<file path="src/design/rpic_pkg.sv">
// Package for the rate PI controller: register indexes, sequencer states,
// reset values and fixed-point constants. No dependencies.
`timescale 1ns / 1ps

package rpic_pkg;

  // configuration register indexes
  typedef enum logic [2:0] {
    REG_TARGET = 3'd0,
    REG_PGAIN  = 3'd1,
    REG_ITIME  = 3'd2,
    REG_FCOEF  = 3'd3,
    REG_WARN   = 3'd4
  } rpic_reg_e;

  // sequencer states
  typedef enum logic [4:0] {
    S_IDLE,
    S_PROD,   // target * Ti
    S_CSET,
    S_CDIV,   // c = 2^55 / (target * Ti)
    S_WMUL,   // warn * target
    S_LDIV,   // clamp limit = (target + 2) / 5
    S_RSET,
    S_RDIV,   // raw rate = 65536e6 / period
    S_EMA1,   // a * estimate
    S_EMA2,   // + (1 - a) * raw
    S_ERR,
    S_CLMP,
    S_PI,
    S_SCMUL,  // |s| * c
    S_INNER,
    S_KP,
    S_KPMUL,  // |inner| * Kp
    S_CMD,
    S_OUT
  } rpic_state_e;

  localparam logic [31:0] TargetRst = 32'd65536000;
  localparam logic [23:0] PgainRst  = 24'd65536;
  localparam logic [31:0] ItimeRst  = 32'd65536;
  localparam logic [15:0] FcoefRst  = 16'd62259;
  localparam logic [19:0] WarnRst   = 20'd13107;

  localparam logic [35:0] RateNum   = 36'd65536000000;  // 1e6 in Q16.16
  localparam logic [63:0] CNum      = 64'h0080_0000_0000_0000;  // 2^55
  localparam logic [31:0] Sat32     = 32'hFFFF_FFFF;
  localparam logic [63:0] LimDivisor = 64'd5;
  localparam logic [16:0] OneQ16    = 17'd65536;

  localparam logic [63:0] RoundQ16  = 64'd32768;    // 2^15
  localparam logic [63:0] RoundQ24  = 64'd8388608;  // 2^23

  localparam logic [6:0]  RdivSteps = 7'd36;
  localparam logic [6:0]  CdivSteps = 7'd64;
  localparam logic [6:0]  LdivSteps = 7'd33;

endpackage

</file>
<file path="src/design/rate_pi_controller.sv">
// Rate PI controller, top level: sequencer with a bit-serial shift-add
// multiplier and a bit-serial restoring divider. Depends on rpic_pkg.
`timescale 1ns / 1ps

// Usage
// - Input channel (in_valid_i / in_stall_o, now_us_i): one transfer per loop
//   tick, timestamp in microseconds. One tick is worked on at a time; stall
//   is high from the accepting edge until the result is in the output register.
// - Output channel (out_valid_o / out_stall_i): one result transfer per tick:
//   commanded rate, filtered rate estimate, estimate-valid and warning flags.
//   The output register holds a result while the receiver stalls; the next
//   tick may be accepted and worked on meanwhile, and waits in its last
//   state if the register is still full.
// - Config port (cfg_we_i, cfg_addr_i, cfg_data_i): write while idle. A new
//   nonzero target restarts the estimator state. Changes of target, Ti or
//   warn ratio mark derived constants (c, clamp limit, warn product) stale.
// - Work per tick, on the shared multiplier and divider (1 bit/cycle):
//   no measured period: error, clamp and command, then output register;
//   measured period: rate divide (36 quotient bits), then the filter's
//   two multiplies (16- and 17-bit multipliers), then c and Kp (32 and 24
//   bits); the multiplies stop early on short multipliers;
//   first tick after reset or a target, Ti or warn change: rebuilds c (32-bit
//   multiply, 64-bit divide), warn product (20 bits) and clamp limit (33 bits).
// - Reset: documented register values, no tick seen, constants rebuilt.
module rate_pi_controller
  import rpic_pkg::*;
(
  input  logic        clk_i,
  input  logic        rst_ni,

  input  logic        cfg_we_i,
  input  logic [2:0]  cfg_addr_i,
  input  logic [31:0] cfg_data_i,

  input  logic        in_valid_i,
  output logic        in_stall_o,
  input  logic [31:0] now_us_i,

  output logic        out_valid_o,
  input  logic        out_stall_i,
  output logic [31:0] commanded_rate_o,
  output logic [31:0] estimated_rate_o,
  output logic        estimate_valid_o,
  output logic        rate_warning_o
);

  rpic_state_e state_q, state_d;

  // configuration
  logic [31:0] target_q;
  logic [23:0] pgain_q;
  logic [31:0] itime_q;
  logic [15:0] fcoef_q;
  logic [19:0] warn_q;

  // controller state
  logic [31:0]        last_q;
  logic [31:0]        est_q;
  logic signed [31:0] prev_q;
  logic [31:0]        drive_q;

  // derived constants, rebuilt when dirty
  logic        dirty_q;
  logic [31:0] c_q;
  logic [51:0] wt_q;
  logic [29:0] lim_q;

  // per-tick work registers
  logic               tick_valid_q;
  logic [31:0]        period_q;
  logic [31:0]        raw_q;
  logic signed [32:0] rerr_q;
  logic signed [31:0] err_q;
  logic               warn_flag_q;
  logic signed [32:0] d_q;
  logic               sneg_q;
  logic signed [41:0] inner_q;
  logic               ineg_q;

  // shift-add multiplier
  logic [63:0] acc_q;
  logic [63:0] mcand_q;
  logic [31:0] mplier_q;
  logic [63:0] mul_sum;
  logic        mul_last;
  logic        mul_run;

  // restoring divider: dividend shifts out the top, quotient shifts in below
  logic [63:0] dvd_q;
  logic [63:0] dsr_q;
  logic [63:0] rem_q;
  logic [6:0]  cnt_q;
  logic [64:0] rem_sh;
  logic        div_ge;
  logic [64:0] rem_sub;
  logic [63:0] rem_nx;
  logic [63:0] dvd_nx;
  logic        div_last;
  logic        div_run;

  // output register
  logic        out_valid_q;
  logic [31:0] out_cmd_q;
  logic [31:0] out_est_q;
  logic        out_ev_q;
  logic        out_warn_q;

  logic in_xfer;
  logic out_load;
  logic tick_ok;

  // combinational helpers
  logic signed [32:0] lim_s;
  logic signed [32:0] err_c;
  logic [32:0]        rerr_abs;
  logic               warn_c;
  logic signed [32:0] s_w;
  logic signed [32:0] d_w;
  logic [32:0]        s_abs;
  logic [41:0]        r_mag;
  logic signed [41:0] inner_w;
  logic [41:0]        inner_abs;
  logic [49:0]        delta_mag;
  logic signed [49:0] cmd_w;
  logic [31:0]        cmd_sat;
  logic [16:0]        fcoef_inv;
  logic [35:0]        rate_dvd;

  assign in_stall_o = (state_q != S_IDLE);
  assign in_xfer    = in_valid_i && !in_stall_o;
  assign tick_ok    = (last_q != 32'd0) && (now_us_i > last_q);
  assign out_load   = (state_q == S_OUT) && (!out_valid_q || !out_stall_i);

  // datapath arithmetic
  assign mul_sum  = acc_q + (mplier_q[0] ? mcand_q : 64'd0);
  assign mul_last = (mplier_q[31:1] == 31'd0);

  assign rem_sh   = {rem_q, dvd_q[63]};
  assign div_ge   = (rem_sh >= {1'b0, dsr_q});
  assign rem_sub  = rem_sh - {1'b0, dsr_q};
  assign rem_nx   = div_ge ? rem_sub[63:0] : rem_sh[63:0];
  assign dvd_nx   = {dvd_q[62:0], div_ge};
  assign div_last = (cnt_q == 7'd1);

  assign fcoef_inv = OneQ16 - {1'b0, fcoef_q};
  assign rate_dvd  = RateNum + {5'd0, period_q[31:1]};  // rounds half up

  always_comb begin
    // clamp to +/- limit, warning on the unclamped error
    lim_s = $signed({3'b000, lim_q});
    if (rerr_q > lim_s) begin
      err_c = lim_s;
    end else if (rerr_q < -lim_s) begin
      err_c = -lim_s;
    end else begin
      err_c = rerr_q;
    end
    rerr_abs = rerr_q[32] ? 33'(-rerr_q) : 33'(rerr_q);
    warn_c   = ({4'd0, rerr_abs[31:0], 16'd0} > wt_q);

    // trapezoid terms
    d_w   = $signed({err_q[31], err_q}) - $signed({prev_q[31], prev_q});
    s_w   = $signed({err_q[31], err_q}) + $signed({prev_q[31], prev_q});
    s_abs = s_w[32] ? 33'(-s_w) : 33'(s_w);

    // inner = d + sign(s) * round(|s| * c / 2^24)
    r_mag     = {2'd0, acc_q[63:24]};
    inner_w   = $signed({{9{d_q[32]}}, d_q}) +
                (sneg_q ? -$signed(r_mag) : $signed(r_mag));
    inner_abs = inner_q[41] ? 42'(-inner_q) : 42'(inner_q);

    // command = drive + sign(inner) * round(|inner| * Kp / 2^16)
    delta_mag = {2'd0, acc_q[63:16]};
    cmd_w     = $signed({18'd0, drive_q}) +
                (ineg_q ? -$signed(delta_mag) : $signed(delta_mag));
    if (cmd_w[49] || (cmd_w == 50'sd0)) begin
      cmd_sat = 32'd1;
    end else if (cmd_w[49:32] != 18'd0) begin
      cmd_sat = Sat32;
    end else begin
      cmd_sat = cmd_w[31:0];
    end
  end

  // state register
  always_ff @(posedge clk_i or negedge rst_ni) begin
    if (!rst_ni) begin
      state_q <= S_IDLE;
    end else begin
      state_q <= state_d;
    end
  end

  // next state and unit enables
  always_comb begin
    state_d = state_q;
    mul_run = 1'b0;
    div_run = 1'b0;
    unique case (state_q) inside
      S_PROD, S_WMUL, S_EMA1, S_EMA2, S_SCMUL, S_KPMUL: mul_run = 1'b1;
      S_CDIV, S_LDIV, S_RDIV:                          div_run = 1'b1;
      default: ;
    endcase

    unique case (state_q)
      S_IDLE: begin
        if (in_xfer) begin
          if (dirty_q) begin
            state_d = S_PROD;
          end else if (tick_ok) begin
            state_d = S_RSET;
          end else begin
            state_d = S_ERR;
          end
        end
      end
      S_PROD:  if (mul_last) state_d = S_CSET;
      S_CSET:  state_d = (acc_q == 64'd0) ? S_WMUL : S_CDIV;
      S_CDIV:  if (div_last) state_d = S_WMUL;
      S_WMUL:  if (mul_last) state_d = S_LDIV;
      S_LDIV:  if (div_last) state_d = tick_valid_q ? S_RSET : S_ERR;
      S_RSET:  state_d = S_RDIV;
      S_RDIV:  if (div_last) state_d = S_EMA1;
      S_EMA1:  if (mul_last) state_d = S_EMA2;
      S_EMA2:  if (mul_last) state_d = S_ERR;
      S_ERR:   state_d = S_CLMP;
      S_CLMP:  state_d = tick_valid_q ? S_PI : S_CMD;
      S_PI:    state_d = S_SCMUL;
      S_SCMUL: if (mul_last) state_d = S_INNER;
      S_INNER: state_d = S_KP;
      S_KP:    state_d = S_KPMUL;
      S_KPMUL: if (mul_last) state_d = S_CMD;
      S_CMD:   state_d = S_OUT;
      S_OUT:   if (out_load) state_d = S_IDLE;
      default: state_d = S_IDLE;
    endcase
  end

  // configuration, controller state and control flags
  always_ff @(posedge clk_i or negedge rst_ni) begin
    if (!rst_ni) begin
      target_q     <= TargetRst;
      pgain_q      <= PgainRst;
      itime_q      <= ItimeRst;
      fcoef_q      <= FcoefRst;
      warn_q       <= WarnRst;
      last_q       <= 32'd0;
      est_q        <= TargetRst;
      prev_q       <= 32'sd0;
      drive_q      <= TargetRst;
      dirty_q      <= 1'b1;
      tick_valid_q <= 1'b0;
      out_valid_q  <= 1'b0;
    end else begin
      unique case (state_q)
        S_IDLE: begin
          if (in_xfer) begin
            tick_valid_q <= tick_ok;
            last_q       <= now_us_i;
          end
        end
        S_LDIV: if (div_last) dirty_q <= 1'b0;
        S_EMA2: if (mul_last) est_q <= mul_sum[47:16];
        S_CMD: begin
          drive_q <= tick_valid_q ? cmd_sat : target_q;
          prev_q  <= err_q;
        end
        default: ;
      endcase

      if (out_load) begin
        out_valid_q <= 1'b1;
      end else if (!out_stall_i) begin
        out_valid_q <= 1'b0;
      end

      if (cfg_we_i) begin
        unique case (cfg_addr_i)
          REG_TARGET: begin
            if ((cfg_data_i != 32'd0) && (cfg_data_i != target_q)) begin
              target_q <= cfg_data_i;
              est_q    <= cfg_data_i;
              prev_q   <= 32'sd0;
              last_q   <= 32'd0;
              dirty_q  <= 1'b1;
            end
          end
          REG_PGAIN: pgain_q <= cfg_data_i[23:0];
          REG_ITIME: begin
            itime_q <= cfg_data_i;
            dirty_q <= 1'b1;
          end
          REG_FCOEF: fcoef_q <= cfg_data_i[15:0];
          REG_WARN: begin
            warn_q  <= cfg_data_i[19:0];
            dirty_q <= 1'b1;
          end
          default: ;
        endcase
      end
    end
  end

  // arithmetic units and work registers
  always_ff @(posedge clk_i) begin
    if (mul_run) begin
      acc_q <= mul_sum;
      if ((state_q == S_EMA1) && mul_last) begin
        // second filter product: (1 - a) * raw
        mcand_q  <= {32'd0, raw_q};
        mplier_q <= {15'd0, fcoef_inv};
      end else begin
        mcand_q  <= {mcand_q[62:0], 1'b0};
        mplier_q <= {1'b0, mplier_q[31:1]};
      end
    end
    if (div_run) begin
      rem_q <= rem_nx;
      dvd_q <= dvd_nx;
      cnt_q <= cnt_q - 7'd1;
    end

    unique case (state_q)
      S_IDLE: begin
        if (in_xfer) begin
          period_q <= now_us_i - last_q;
          acc_q    <= 64'd0;
          mcand_q  <= {32'd0, target_q};
          mplier_q <= itime_q;
        end
      end
      S_CSET: begin
        if (acc_q == 64'd0) begin
          // zero integral time: c saturates
          c_q      <= Sat32;
          acc_q    <= 64'd0;
          mcand_q  <= {32'd0, target_q};
          mplier_q <= {12'd0, warn_q};
        end else begin
          dvd_q <= CNum + {1'b0, acc_q[63:1]};
          dsr_q <= acc_q;
          rem_q <= 64'd0;
          cnt_q <= CdivSteps;
        end
      end
      S_CDIV: begin
        if (div_last) begin
          c_q      <= (dvd_nx[63:32] != 32'd0) ? Sat32 : dvd_nx[31:0];
          acc_q    <= 64'd0;
          mcand_q  <= {32'd0, target_q};
          mplier_q <= {12'd0, warn_q};
        end
      end
      S_WMUL: begin
        if (mul_last) begin
          wt_q  <= mul_sum[51:0];
          dvd_q <= {33'(target_q) + 33'd2, 31'd0};
          dsr_q <= LimDivisor;
          rem_q <= 64'd0;
          cnt_q <= LdivSteps;
        end
      end
      S_LDIV: if (div_last) lim_q <= dvd_nx[29:0];
      S_RSET: begin
        dvd_q <= {rate_dvd, 28'd0};
        dsr_q <= {32'd0, period_q};
        rem_q <= 64'd0;
        cnt_q <= RdivSteps;
      end
      S_RDIV: begin
        if (div_last) begin
          raw_q    <= (dvd_nx[35:32] != 4'd0) ? Sat32 : dvd_nx[31:0];
          acc_q    <= RoundQ16;
          mcand_q  <= {32'd0, est_q};
          mplier_q <= {16'd0, fcoef_q};
        end
      end
      S_ERR: rerr_q <= $signed({1'b0, target_q}) - $signed({1'b0, est_q});
      S_CLMP: begin
        err_q       <= err_c[31:0];
        warn_flag_q <= warn_c;
      end
      S_PI: begin
        d_q      <= d_w;
        sneg_q   <= s_w[32];
        acc_q    <= RoundQ24;
        mcand_q  <= {32'd0, s_abs[31:0]};
        mplier_q <= c_q;
      end
      S_INNER: inner_q <= inner_w;
      S_KP: begin
        ineg_q   <= inner_q[41];
        acc_q    <= RoundQ16;
        mcand_q  <= {22'd0, inner_abs};
        mplier_q <= {8'd0, pgain_q};
      end
      default: ;
    endcase

    if (out_load) begin
      out_cmd_q  <= drive_q;
      out_est_q  <= est_q;
      out_ev_q   <= tick_valid_q;
      out_warn_q <= warn_flag_q;
    end
  end

  assign out_valid_o      = out_valid_q;
  assign commanded_rate_o = out_cmd_q;
  assign estimated_rate_o = out_est_q;
  assign estimate_valid_o = out_ev_q;
  assign rate_warning_o   = out_warn_q;

endmodule

</file>
<file path="config.mk">
export PLATFORM = sky130hd
export DESIGN_NAME = rate_pi_controller
export DESIGN_NICKNAME = d
export VERILOG_FILES = /design/src/design/rpic_pkg.sv /design/src/design/rate_pi_controller.sv
export SDC_FILE = /design/constraint.sdc
export NUM_CORES = 2
export LEC_CHECK = 0
export ABC_CLOCK_PERIOD_IN_PS = 7530
export BUFFER_PORTS_ARGS = -buffer_cell sky130_fd_sc_hd__buf_2
export CAP_MARGIN = 10
export CORE_MARGIN = 2
export CORE_UTILIZATION = 45
export CTS_CLUSTER_SIZE = 14
export DETAILED_ROUTE_END_ITERATION = 16
export GPL_TIMING_DRIVEN = 0
export PLACE_DENSITY = 0.71
export SLEW_MARGIN = 25
export SYNTH_ARGS = -nofsm -noshare
export SYNTH_HDL_FRONTEND = slang
export SYNTH_SLANG_ARGS = --single-unit
</file>
<file path="constraint.sdc">
create_clock -name clk_i -period 7.53 [get_ports clk_i]
set_input_delay 1.8825 -clock clk_i [delete_from_list [all_inputs] [get_ports clk_i]]
set_output_delay 1.8825 -clock clk_i [all_outputs]
set_load 0.05 [all_outputs]
</file>
==> results_tabular.tex <==
\begin{tabular}{lr}
\hline
Metric & Value \\
\hline
\multicolumn{2}{l}{\textbf{Routing}} \\
Number of vias per cell after detailed routing & 6.53 \\
Detailed route wirelength on metal2 & 125000 um \\
Routed vias & 63300 \\
Number of antenna-violating nets in the routed design & 0 \\
DR iter-0 viols & 9029 \\
Total iterations of the first detailed-routing run & 9 \\
Top metal layer carrying routed signals & met5 \\
Post-Route M1 WL & 132000 um \\
Routed length on met3 & 41600 um \\
Number of remaining DRC errors & 0 \\
Total length of routed wires & 318000 um \\
Routed len/inst & 32.9 um \\
\multicolumn{2}{l}{\textbf{Power}} \\
LEAKAGE & 30.4 nW \\
Areal power density over the cells & 558 nW/um2 \\
VDD IR max & 0.397 mV \\
\multicolumn{2}{l}{\textbf{Job}} \\
Max-cap violation count & 0 \\
\multicolumn{2}{l}{\textbf{Synth}} \\
Most used flip-flop cell after synthesis & edfxtp\_1 \\
Mapped Avg Cell Area & 9.14 um2 \\
Synth Register Bits & 1006 \\
Count of different cell masters after synthesis & 106 \\
Area share of the largest cell type after synthesis & 20.3\% \\
Cell Area, Synth & 66800 um2 \\
Number of enable flip-flop cells after synthesis & 451 \\
Top-count cell post-synth & nand2\_1 \\
Mapped Nets & 7823 \\
Library cell with the largest summed area after synthesis & edfxtp\_1 \\
Share of synthesized area occupied by flip-flops and latches & 38.9\% \\
Commonest cells in the synthesized netlist & nand2\_1, a21oi\_1, o21ai\_0 \\
Ranking of synthesized cells by area & edfxtp\_1, dfxtp\_1, dfrtp\_1 \\
Syn. warnings & 0 \\
Gate count after technology mapping & 7305 \\
Post-synthesis async set-or-reset flop share & 25.8\% \\
\multicolumn{2}{l}{\textbf{Floorplan}} \\
Core Box Area & 147000 um2 \\
Overall die area & 151000 um2 \\
Chip Width & 389 um \\
Number of top-level pins & 140 \\
Height of the die & 389 um \\
Effective utilization at floorplan & 45.3\% \\
Site row count & 141 \\
\multicolumn{2}{l}{\textbf{Cells and area}} \\
Fill count & 13800 \\
Final \#Nets & 8119 \\
Area grow syn2layout & 13.1\% \\
Layout Utilization & 51.2\% \\
Share of layout cells above drive strength 1 & 9.31\% \\
\multicolumn{2}{l}{\textbf{Placement}} \\
Detailed placement HPWL & 251000 um \\
Routability-driven placement congestion ratio & 1.06 \\
Worst slack at placement & -0.345 ns \\
Count of input and output buffers & 139 \\
\multicolumn{2}{l}{\textbf{Clocking}} \\
Max H-tree Level & 3 \\
Cell at the root of the clock tree & clkbuf\_16 \\
TritonCTS Buffers & 119 \\
Largest buffer count on any clock path & 3 \\
Source-to-sink clock delay at the later pin of the worst-skew pair & 0.82 ns \\
CTS tree & built \\
Clock tree sinks & 1006 \\
Clock transition at the registers of the reported paths & 0.07 ns \\
\multicolumn{2}{l}{\textbf{Critical path}} \\
CP max stage delay & 0.68 ns \\
Crit Path Class & flip-flop to flip-flop \\
Max Fanout on Critical Path & 10 \\
Critical Path Slowest Stage Cell & or4\_4 \\
Data arrival time of the critical path & 8.05 ns \\
Buffers and inverters on the worst path & 5 \\
List of cells traversed by the critical path & clkbuf\_1 > or4\_4 > or3\_2 > clkbuf\_1 > or2\_2 > nand2\_1 > xnor2\_1 > ha\_1 > a21o\_1 > a21oi\_1 > o21ai\_0 > o2111ai\_1 > a21oi\_4 > o21ai\_0 > or3\_4 > a2111oi\_4 > nand4\_4 > buf\_12 > buf\_6 > nand2\_4 > buf\_6 > nand2\_1 \\
Critical path's top delay family & simple AND/OR/NAND/NOR gates \\
Req. time, crit path & 8.17 ns \\
Crit start category & flip-flop \\
Kind of end point of the critical path & flip-flop \\
\multicolumn{2}{l}{\textbf{Timing}} \\
Fin crit share & 98.4\% \\
Crit path time final & 7.41 ns \\
Setup repair after global routing missed its margin & false \\
Worst Max-Slew Pin Slew & 1.37 ns \\
Worst hold margin & 0.423 ns \\
Total of endpoints with negative setup slack in the final report & 0 \\
Final number of max-transition violations & 0 \\
Number of failing hold endpoints at the final stage & 0 \\
Setup slack after layout & 0.117 ns \\
Clock skew after layout & 0.109 ns \\
Headroom to the max-slew limit & 8.71\% \\
Achievable frequency & 135 MHz \\
\multicolumn{2}{l}{\textbf{GRT}} \\
Number of antenna violations at the first check in global routing & 58 \\
Gr ovfl total & 0 \\
Wire length of the first global-routing pass & 439000 um \\
GR Util All Layers & 40.7\% \\
Largest net degree at the start of global routing & 90 \\
Number of global-route vias before repair & 57500 \\
\multicolumn{2}{l}{\textbf{Outcome}} \\
Result of the run & complete, no violations \\
\multicolumn{2}{l}{\textbf{Worst hold path}} \\
Class of the tightest hold or removal check & flip-flop to flip-flop \\
\hline
\end{tabular}
==> path summary, 6_finish.rpt <==
kind | startpoint | slack, ns | endpoint | depth (start not counted)
min reg2reg | warn_flag_q$_DFFE_PN_ | 0.42 | rate_warning_o$_DFFE_PP_ | 0
min | warn_flag_q$_DFFE_PN_ | 0.42 | rate_warning_o$_DFFE_PP_ | 0
max | acc_q[18]$_DFF_P_ | 0.12 | drive_q[18]$_DFFE_PN0P_ | 22
max in group asynchronous | rst_ni | 5.25 | prev_q[28]$_DFF_PN0_ | 3
max reg2reg | acc_q[18]$_DFF_P_ | 0.12 | drive_q[18]$_DFFE_PN0P_ | 22
min in group asynchronous | rst_ni | 0.89 | state_q[1]$_DFFE_PN0P_ | 1
==> timing repair <==
action | CTS | global route
hold buffers | 0 | 0
pin swaps | 1 | 2
setup buffers | 2 | 1
setup endpoints to repair | 32 | 62
resized for setup | 3 | 20
==> layer usage <==
layer | vias to the layer above | global-route usage (%)
li1 | 27400 | -
met2 | 4025 | 55.2
met3 | 769 | 13.2
met4 | 43 | 22.3
met1 | 31100 | 56.9
met5 | - | 0
==> cells in the final DEF, fill, tap and decap left out, drive strengths merged, types with 53 or more instances in the layout <==
cell type  instances
a211oi            71
o31ai             66
o21a              56
dfxtp            295
clkbuf           481
a21o             169
a31oi             53
edfxtp           451
a21oi            577
mux2i            194
o21ai            461
xnor2            420
nor4              90
o211ai            59
dfrtp            221
or3               69
xor2             140
ha               438
a221oi            61
inv              403
nand4             90
mux2             108
and2             122
nor2b             70
nand3            116
buf              225
nor3             121
and3              57
nand2b           134
nor2             429
nand2            750
a22oi             59
==> flip-flops by register name, indices dropped and copies added (netlist names), 33 cells and up <==
| name | flops |
|---|---|
| acc_q | 64 |
| d_q | 33 |
| dsr_q | 64 |
| dvd_q | 64 |
| inner_q | 42 |
| mcand_q | 64 |
| rem_q | 64 |
| rerr_q | 33 |
| wt_q | 52 |
==> layout make-up <==
class	instances	area [um2]	area share, %
Multi-Input combinational cell	5529	38100	50.5
Timing Repair Buffer	176	1390	1.84
Clock inverter	66	917	1.21
Sequential cell	1006	26000	34.4
Clock buffer	162	3440	4.56
Buffer	369	1610	2.13
Antenna cell	47	118	0.156
Inverter	400	1500	1.99
Tap cell	1930	2410	3.20
==> report_power, final <==
part	internal [W]	switching [W]	total (W)	leakage, nW
logic	0.00856	0.0174	0.0259	18.6
registers	0.00767	0.00212	0.00979	9.69
clock network	0.00372	0.00272	0.00644	2.08
total	0.0199	0.0222	0.0422	30.4
==> per-stage QoR <==
| stage | power (W) | std cells | TNS, ns | cell area (um2) |
|---|---|---|---|---|
| after floorplan | 0.0245 | 7305 | 0 | 66800 |
| after global placement | 0.0338 | 9374 | -318.88 | 69900 |
| after detailed placement | 0.0342 | 9408 | -7.87 | 70900 |
| after CTS | 0.0409 | 9638 | 0 | 75300 |
| after global routing | 0.0437 | 9640 | 0 | 75400 |
| final | 0.0422 | 9685 | 0 | 75500 |
==> cell families (layout without fill, tap and decap cells) <==
group                    Yosys count  count (layout)  share of synthesized area (%)
adder cells (fa/ha/maj)          446             446                           8.45
multiplexers                     302             302                           4.73
AND/OR/NAND/NOR                 2179            2179                           16.0
XOR/XNOR                         560             560                           7.36
buffers and inverters            770            1173                           4.59
other                              0              47                              0
flip-flops                      1006            1006                           38.9
AO/OA/AOI/OAI                   2042            2042                           19.9
No activity file was read; power rests on OpenSTA's default activity.
